File: src/design/psfr_pkg.sv
// Shared types and fixed field widths for the position synced frame ring.
// Used by the controller, the datapath and the top level; depends on nothing.
package psfr_pkg;

  // Fixed widths of the item and result fields.
  localparam int POS_W   = 64;
  localparam int FRAME_W = 32;
  localparam int COUNT_W = 7;
  localparam int CFG_W   = 11;
  localparam int CNT_W   = 10;

  // Function codes of an input item.
  localparam logic FUNC_WRITE = 1'b0;
  localparam logic FUNC_READ  = 1'b1;

  // Commands from the controller to the datapath.
  typedef struct packed {
    logic capture;     // latch the accepted item
    logic calc;        // position difference and ring flags
    logic clamp;       // gap clamp, or restart of an empty ring
    logic push;        // store one frame at the tail
    logic push_zero;   // the pushed frame is a zero-filled one
    logic finish;      // advance positions and totals past the clamped gap
    logic emit_write;  // present the write result
    logic check;       // read range check and start slot
    logic issue;       // read one slot
    logic emit_err;    // present the read error result
  } cmd_t;

  // Status from the datapath to the controller.
  typedef struct packed {
    logic read_op;
    logic fill_zero;
    logic fill_one;
    logic rd_err;
    logic rd_last;
  } sts_t;

endpackage

File: src/design/psfr_ctrl.sv
// Sequencing controller of the frame ring: one-hot state machine issuing commands.
// Depends on psfr_pkg for the command and status structs.
module psfr_ctrl (
  input  logic           clk,
  input  logic           rst,
  input  logic           start,
  input  psfr_pkg::sts_t sts,
  output psfr_pkg::cmd_t cmd,
  output logic           busy
);
  import psfr_pkg::*;

  typedef enum logic [8:0] {
    IDLE     = 9'b000000001,
    CALC     = 9'b000000010,
    W_CLAMP  = 9'b000000100,
    W_FILL   = 9'b000001000,
    W_PUSH   = 9'b000010000,
    W_END    = 9'b000100000,
    W_RESULT = 9'b001000000,
    R_CHECK  = 9'b010000000,
    R_ISSUE  = 9'b100000000
  } state_t;

  state_t state;
  state_t state_next;

  // State register.
  always_ff @(posedge clk) begin
    if (rst) begin
      state <= IDLE;
    end else begin
      state <= state_next;
    end
  end

  assign busy = (state != IDLE);

  // Next state and commands.
  always_comb begin
    state_next = state;
    cmd        = '0;
    unique case (state)
      IDLE: begin
        if (start) begin
          cmd.capture = 1'b1;
          state_next  = CALC;
        end
      end
      CALC: begin
        cmd.calc   = 1'b1;
        state_next = sts.read_op ? R_CHECK : W_CLAMP;
      end
      W_CLAMP: begin
        cmd.clamp  = 1'b1;
        state_next = W_FILL;
      end
      W_FILL: begin
        // One zero frame per cycle until the clamped gap is used up.
        if (!sts.fill_zero) begin
          cmd.push      = 1'b1;
          cmd.push_zero = 1'b1;
        end
        if (sts.fill_zero || sts.fill_one) begin
          state_next = W_PUSH;
        end
      end
      W_PUSH: begin
        cmd.push   = 1'b1;
        state_next = W_END;
      end
      W_END: begin
        cmd.finish = 1'b1;
        state_next = W_RESULT;
      end
      W_RESULT: begin
        cmd.emit_write = 1'b1;
        state_next     = IDLE;
      end
      R_CHECK: begin
        cmd.check  = 1'b1;
        state_next = R_ISSUE;
      end
      R_ISSUE: begin
        if (sts.rd_err) begin
          cmd.emit_err = 1'b1;
          state_next   = IDLE;
        end else begin
          cmd.issue = 1'b1;
          if (sts.rd_last) begin
            state_next = IDLE;
          end
        end
      end
      default: begin
        state_next = IDLE;
      end
    endcase
  end

endmodule

File: config.mk
export PLATFORM = sky130hd
export DESIGN_NAME = psfr_ctrl
export DESIGN_NICKNAME = d
export VERILOG_FILES = /design/src/design/psfr_pkg.sv /design/src/design/psfr_ctrl.sv
export SDC_FILE = /design/constraint.sdc
export NUM_CORES = 1
export LEC_CHECK = 0
export BUFFER_PORTS_ARGS = -buffer_cell sky130_fd_sc_hd__clkbuf_2
export CORE_AREA = 3 3 40 42
export CTS_CLUSTER_DIAMETER = 50
export DETAILED_ROUTE_END_ITERATION = 8
export DIE_AREA = 0 0 43 45
export GPL_TIMING_DRIVEN = 0
export PLACE_DENSITY = 0.68
export SLEW_MARGIN = 20
export SYNTH_ARGS = -nofsm -noshare
export SYNTH_HDL_FRONTEND = slang
export SYNTH_SLANG_ARGS = --single-unit
File: constraint.sdc
create_clock -name clk -period 1.73 [get_ports clk]
set_clock_uncertainty 0.05 [all_clocks]
set_input_delay 0.173 -clock clk [delete_from_list [all_inputs] [get_ports clk]]
set_output_delay 0.173 -clock clk [all_outputs]
set_load 0.005 [all_outputs]
==> out/results.tsv, run 1 <==
metric	value	unit
outcome	finished, final reports clean	
# DRC	0	
Vias/cell	5.55	
worst rel slew slack	72.0	%
Area contributors post-synth	dfxtp_1 33%, nor2_1 7.5%, nand4b_1 4.8%	
P_leak	0.369	nW
most frequent cells in the layout	15 x clkbuf_2, 11 x nor2_1, 6 x inv_1	
Die W	43	um
max FFs per register	9	
most common cell after layout, fill and taps aside	clkbuf_2	
P&R area growth vs syn	40.1	%
final hold violation count	0	
Period minus WS final	1.71	ns
Hold Path Class	in -> reg	
Slew Viols, Final	0	
row count	13	
CTS sink count	9	
number of global-route vias before repair	492	
max cap viols	0	
Layout fillers	124	
Net Count, Synth	72	
ys flop type	dfxtp_1	
CP arrival	1.48	ns
CTS Buffer Depth	2	
CP max FO	6	
Die ar.	1940	um2
Final Core Density	60.2	%
Pwr per Cell Area	753	nW/um2
routability cong.	0.784	
Initial DRC Count	9	
post-route ant nets	0	
initial antenna violation count	0	
Critical Path Source Type	flop	
largest net degree at the start of global routing	9	
Initial Util	42.9	%
Worst Path Required	1.51	ns
flip-flop and latch area	188	um2
GRT overflow	0	
Fmax	0.586	GHz
Non-Filler Instances	104	
Post-synth ARST share	0	%
htree depth	1	
Post-Syn Area per Cell	8.62	um2
first-pass GRT wire length	2110	um
Syn Inst Count	64	
critical path class	reg -> out	
routed vias	577	
synth warn	0	
DRT Pass-1 Iters	4	
Detailed Route WL	1370	um
RSZ-0062 raised after global routing	yes	
Worst VDD drop	431	uV
Wirelength per Cell	13.1	um
hold_buf cts	0	
CTS tree	yes	
Layout Nets	98	
Crit. End Element	primary output	
leading area contributor after synthesis	dfxtp_1	
# IOs	19	
area share of the largest cell type after synthesis	32.7	%
Die Height	45	um
CTS clock-pin slew for the worst setup and hold paths	0.06	ns
HPWL Detailed	959	um
port bufs	18	
Fin Hold WS	0.0394	ns
clk_lat worst skew	0.26	ns
layout cells sized above 1	47.2	%
clk root buf	clkbuf_4	
#FFs+latches synth	9	
core area	1280	um2
fin crit share	98.7	%
Final setup viols	0	
Post-synth EDFFs	0	
post-synthesis sequential area ratio	32.7	%
largest register by flop count	state	
Antenna Cells	0	
synthesized area	552	um2
dpl cells	97	
setup TNS	0	ns
Total GRT Usage	14.4	%
area occupied by multi-input gates	379	um2
Yosys cell types	34	
CTS Buf Count	3	
worst slew pin tran	0.418	ns
biggest regs	state: 9 flops	
what timing repair did:
| action | 4_1_cts | 5_1_grt |
|---|---|---|
| setup buffers | 2 | 2 |
| resized for setup | 3 | 12 |
| gates cloned | 0 | 0 |
| pin swaps | 1 | 1 |
| setup endpoints to repair | 6 | 10 |
per-stage QoR:
stage	cell area [um2]	total power, mW	setup slack [ns]
finish	773	0.582	0.0223
CTS	707	0.562	-0.0168
global placement	661	0.375	0.213
floorplan	552	0.330	0.382
detailed placement	661	0.377	0.205
global route	773	0.619	-0.0824
worst max-delay path: stages, from the launching register on:
cell and delay, ns:
dfxtp_2 0.35, nor4_4 0.38, buf_4 0.18, and4b_2 0.21, clkbuf_2 0.11
path summary, 6_finish.rpt:
check,start,slack (ns),end,depth (start not counted)
worst max-delay path,state[1],0.02,cmd[3],4
worst min-delay path,sts[4],0.04,state[2],2
worst max register to register,state[1],0.19,state[0],6
worst min register to register,state[1],0.54,state[7],2
cells by family after synthesis:
logic type	share of synthesized area, %
compound gates	12.9
xor+xnor	3.18
buf+inv	4.99
flops	32.7
simple gates	46.3
layer usage:
layer / up-vias / global-route usage, % / wire length (um)
li1: 288 / - / -
met1: 258 / 17.9 / 563
met2: 26 / 23.1 / 676
met3: 5 / 5.18 / 102
met4: 0 / 5.42 / 25
met5: - / 0 / 0
power by group:
group	leakage [nW]	internal (mW)	switching (mW)
Combinational	0.280	0.0905	0.0837
Sequential	0.0744	0.219	0.0252
Clock	0.0150	0.0889	0.0745
Total	0.369	0.399	0.183
cell type report:
cell class / count / area share, %
clock buffer: 4 / 3.40
inverter: 6 / 2.91
multi-input combinational: 48 / 49.0
sequential: 9 / 24.3
tap: 15 / 2.43
timing repair buffer: 22 / 18.0
synth_stat cells (2+ instances only):
library cell  number
and4_1             2
dfxtp_1            9
inv_1              6
nand4b_1           3
nor2_1            11
nor3_1             4
o31ai_1            2
No activity file was read; power rests on OpenSTA's default activity.
==> run 2: changes to the inputs <==
Settings changed: HOLD_SLACK_MARGIN from default to 0.15, PLACE_DENSITY 0.68 to 0.76, REMOVE_ABC_BUFFERS from default to 1.
==> run 2 against run 1 <==
Compared with the run above: via count shrank 1.0%; worst hold slack gained 0.13 ns; critical path type unchanged; first-iteration DRC count shrank 44%; critical endpoint unchanged; sequential cell count is the same; non-clock buffer count grew 4.
==> out/results.tsv, run 2 (synthesized netlist as in run 1, its figures left out) <==
metric	value	unit
clk_lat worst skew	0.26	ns
largest net degree at the start of global routing	9	
Bufs and invs on worst path	3	
Worst Path Required	1.51	ns
routability cong.	0.766	
Crit. End Element	primary output	
outcome	finished, final reports clean	
layout cells sized above 1	47.3	%
CTS Buffer Depth	2	
CTS clock-pin slew for the worst setup and hold paths	0.06	ns
Total GRT Usage	14.7	%
most frequent cells in the layout	17 x clkbuf_2, 11 x nor2_1, 6 x inv_1	
Wirelength per Cell	13.0	um
worst-path cell chain	nor4_4 > buf_4 > buf_6 > and4b_2 > buf_6	
setup TNS	0	ns
P_leak	0.397	nW
worst slew pin tran	0.409	ns
post-route cell area	807	um2
CP startpoint	state[5]	
Vias/cell	5.29	
Critical Path Source Type	flop	
clk root buf	clkbuf_4	
critical path's top delay family	simple AND/OR/NAND/NOR gates	
Layout Nets	102	
Antenna Cells	0	
post-route ant nets	0	
Detailed Route WL	1400	um
Area after DPL	656	um2
routed vias	571	
port bufs	18	
Slew Viols, Final	0	
Final Core Density	62.8	%
largest register by flop count	state	
first-pass GRT wire length	2140	um
Die ar.	1940	um2
Crit path top cell by count	buf_6	
# IOs	19	
row count	13	
Final setup viols	0	
max cap viols	0	
CP arrival	1.47	ns
biggest regs	state: 9 flops	
RSZ-0062 raised after global routing	yes	
initial antenna violation count	0	
most common cell after layout, fill and taps aside	clkbuf_2	
slowest cell on the critical path	dfxtp_4	
HPWL Detailed	1020	um
number of global-route vias before repair	497	
DRT Pass-1 Iters	4	
Critical Path Max Stage Delay	0.37	ns
Design Power	587	uW
CTS tree	yes	
core area	1280	um2
critical path class	reg -> out	
Die W	43	um
CTS sink count	9	
GRT overflow	0	
htree depth	1	
min-delay src	sts[3]	
reg2reg start	state[5]	
Worst VDD drop	658	uV
CP max FO	5	
Initial DRC Count	5	
fin crit share	98.0	%
Pwr per Cell Area	727	nW/um2
final hold violation count	0	
worst rel slew slack	72.6	%
# DRC	0	
CTS Buf Count	3	
max FFs per register	9	
Initial Util	42.9	%
Die Height	45	um
Period minus WS final	1.70	ns
Fmax	0.590	GHz
P&R area growth vs syn	46.3	%
Hold Path Class	in -> reg	
## run 2: final timing paths
check | to | slack, ns | cells past startpoint
max | cmd[3] | 0.03 | 5
min | state[4] | 0.17 | 3
max reg2reg | state[3] | 0.12 | 7
min reg2reg | state[7] | 0.56 | 2
## run 2: power by group
part / internal (mW) / switching (mW)
Clock: 0.0851 / 0.0724
Sequential: 0.219 / 0.0233
Combinational: 0.101 / 0.0862
## run 2: cell type report
type,instances,area [um2]
clock buffer,3,22.5
clock inverter,1,5.00
fill,109,478
inverter,6,22.5
multi-input combinational,48,383
sequential,9,188
tap,15,18.8
timing repair buffer,26,168
## run 2: routing by layer
| metal | up-vias | track usage (%) | share of wire, % |
|---|---|---|---|
| met1 | 256 | 16.8 | 42 |
| met2 | 19 | 26.3 | 51 |
| met5 | - | 0 | 0 |
| li1 | 294 | - | - |
| met4 | 0 | 1.81 | 0.43 |
| met3 | 2 | 6.37 | 5.9 |
## run 2: tightest hold or removal path, stage by stage
cell      delay [ns]
clkbuf_2        0.12
nor2_1          0.10
nor3_1          0.05
## run 2: stage by stage
step | instances | hold WS [ns] | worst slack [ns]
after floorplan | 63 | 0.192 | 0.382
after detailed placement | 96 | 0.311 | 0.158
after CTS | 106 | 0.158 | -0.00544
after global routing | 108 | 0.190 | -0.0570
final | 108 | 0.170 | 0.0349
after global placement | 96 | 0.305 | 0.203
## run 2: repair_timing
item | 4_1_cts | 5_1_grt
gates resized for setup | 3 | 12
hold buffers | 3 | 0
setup buffers | 3 | 2
endpoints found under the hold margin | 5 | 0
pin swaps | 1 | 1
gates cloned | 0 | 0
endpoints found under the setup margin | 5 | 11
==> run 3: changes to the inputs <==
==> constraint.sdc (replaced) <==
create_clock -name clk -period 1.73 [get_ports clk]
set_clock_uncertainty 0.05 [all_clocks]
set_input_delay 0.346 -clock clk [delete_from_list [all_inputs] [get_ports clk]]
set_output_delay 0.346 -clock clk [all_outputs]
set_load 0.005 [all_outputs]
==> run 3 against run 2 <==
Compared with the run above: the flow now finishes with violations (negative setup slack); wire length increased by 27%; design area increased by 13%; sequential cell count unchanged; critical path depth unchanged; setup slack got worse by 0.16 ns; core utilization increased by 8.5 points; combinational power increased by 36%; critical endpoint is now cmd[6]; first-iteration DRC count increased to 4.0 times the previous value; die area unchanged; sequential share of layout area decreased by 0.99 points; largest cell class unchanged; critical path type unchanged; non-clock buffer count increased by 10; maximum frequency decreased by 8.6%.
==> out/results.tsv, run 3 (synthesized netlist as in run 1, its figures left out) <==
metric	value	unit
outcome	finished, violations left	
failing checks	negative setup slack	
Critical Path Source Type	flop	
Setup Slack @ Placement	-0.0151	ns
total internal power	445	uW
Antenna Cells	0	
# IOs	19	
Wirelength per Cell	15.1	um
post-route ant nets	0	
Slew Viols, Final	0	
HPWL Detailed	1020	um
Initial DRC Count	20	
Period minus WS final	1.86	ns
Area after DPL	656	um2
Final Core Density	71.3	%
Reg2Reg Setup Slack	0.12	ns
final hold violation count	0	
worst slew pin tran	0.307	ns
Crit. End Element	primary output	
max FFs per register	9	
Worst R2R End	state[3]	
P_leak	0.445	nW
Final setup viols	9	
clk_lat worst skew	0.26	ns
CP arrival	1.46	ns
GRT overflow	0	
Die Height	45	um
layout cells sized above 1	63.1	%
CTS Buf Count	3	
fin crit share	107	%
number of global-route vias before repair	529	
routed vias	642	
switching power	208	uW
final worst slack	-0.126	ns
row count	13	
Die ar.	1940	um2
most common cell after layout, fill and taps aside	buf_4	
biggest regs	state: 9 flops	
clk root buf	clkbuf_4	
core area	1280	um2
DRT Pass-1 Iters	4	
switching share of power	31.8	%
most frequent cells in the layout	18 x buf_4, 13 x clkbuf_2, 8 x nor2_1	
setup TNS	-0.534	ns
max cap viols	0	
critical path class	reg -> out	
CTS sink count	9	
reg2reg start	state[5]	
min-delay src	sts[4]	
Vias/cell	5.44	
Detailed Route WL	1790	um
Hold Path Stages	2	
post-route cell area	916	um2
largest net degree at the start of global routing	9	
Non-Filler Instances	118	
Initial Util	42.9	%
dpl cells	96	
CTS Buffer Depth	2	
Worst Path Required	1.33	ns
logic gate share of total power	39.0	%
P&R area growth vs syn	66.0	%
Worst Hold End	state[2]	
Die W	43	um
htree depth	1	
port bufs	18	
hold_buf cts	0	
CP startpoint	state[5]	
CP max FO	3	
Worst VDD drop	503	uV
CTS tree	yes	
Fmax	0.539	GHz
worst rel slew slack	79.4	%
Pwr per Cell Area	712	nW/um2
Clk pwr share	24.4	%
Hold Path Class	in -> reg	
CTS clock-pin slew for the worst setup and hold paths	0.06	ns
Design Power	653	uW
routability cong.	0.766	
Reg2Reg Depth	7	
Flop pwr share	36.6	%
RSZ-0062 raised after global routing	yes	
largest register by flop count	state	
Total GRT Usage	16.5	%
Fin Hold WS	0.198	ns
initial antenna violation count	0	
# DRC	0	
first-pass GRT wire length	2350	um
Layout Nets	112	
## run 3: critical path, cell delays in order (launching register included)
cell	delay, ns
dfxtp_4	0.36
nor4_4	0.28
buf_4	0.19
nand4b_4	0.11
o21ai_2	0.13
clkbuf_2	0.12
## run 3: worst max path at each step
| stage | endpoint | cells after the start |
|---|---|---|
| 4_1_cts | cmd[6] | 5 |
| 3_5_place_dp | cmd[6] | 4 |
| 5_1_grt | cmd[6] | 5 |
| 3_3_place_gp | cmd[6] | 4 |
| 2_1_floorplan | cmd[6] | 3 |
| 6_report | cmd[6] | 5 |
## run 3: power groups by stage
stage	Combinational, mW	Clock, mW	Sequential, mW
after floorplan	0.0915	0	0.239
after global placement	0.131	0	0.242
after detailed placement	0.134	0	0.243
after CTS	0.202	0.163	0.240
after global routing	0.273	0.177	0.241
final	0.254	0.159	0.239
## run 3: layout make-up
class,instances,area (um2)
well taps,15,18.8
flip-flops and latches,9,204
clock buffers,3,22.5
multi-input cells,48,405
fillers,93,369
repair buffers,36,238
inverters,6,22.5
clock inverters,1,5.00
## run 3: what timing repair did
action | in CTS | in global routing
hold endpoints to repair | 0 | 0
pin swaps | 9 | 8
cloned | 0 | 0
resized for setup | 16 | 16
endpoints found under the setup margin | 11 | 11
buffers inserted | 10 | 8
## run 3: per-layer routing
metal  vias to the layer above  routed length [um]  track usage [%]
li1                        315                   -                -
met1                       302                 691             18.2
met2                        23                 979             31.4
met3                         2                 103             5.98
met4                         0                  11             1.81
met5                         -                   0                0
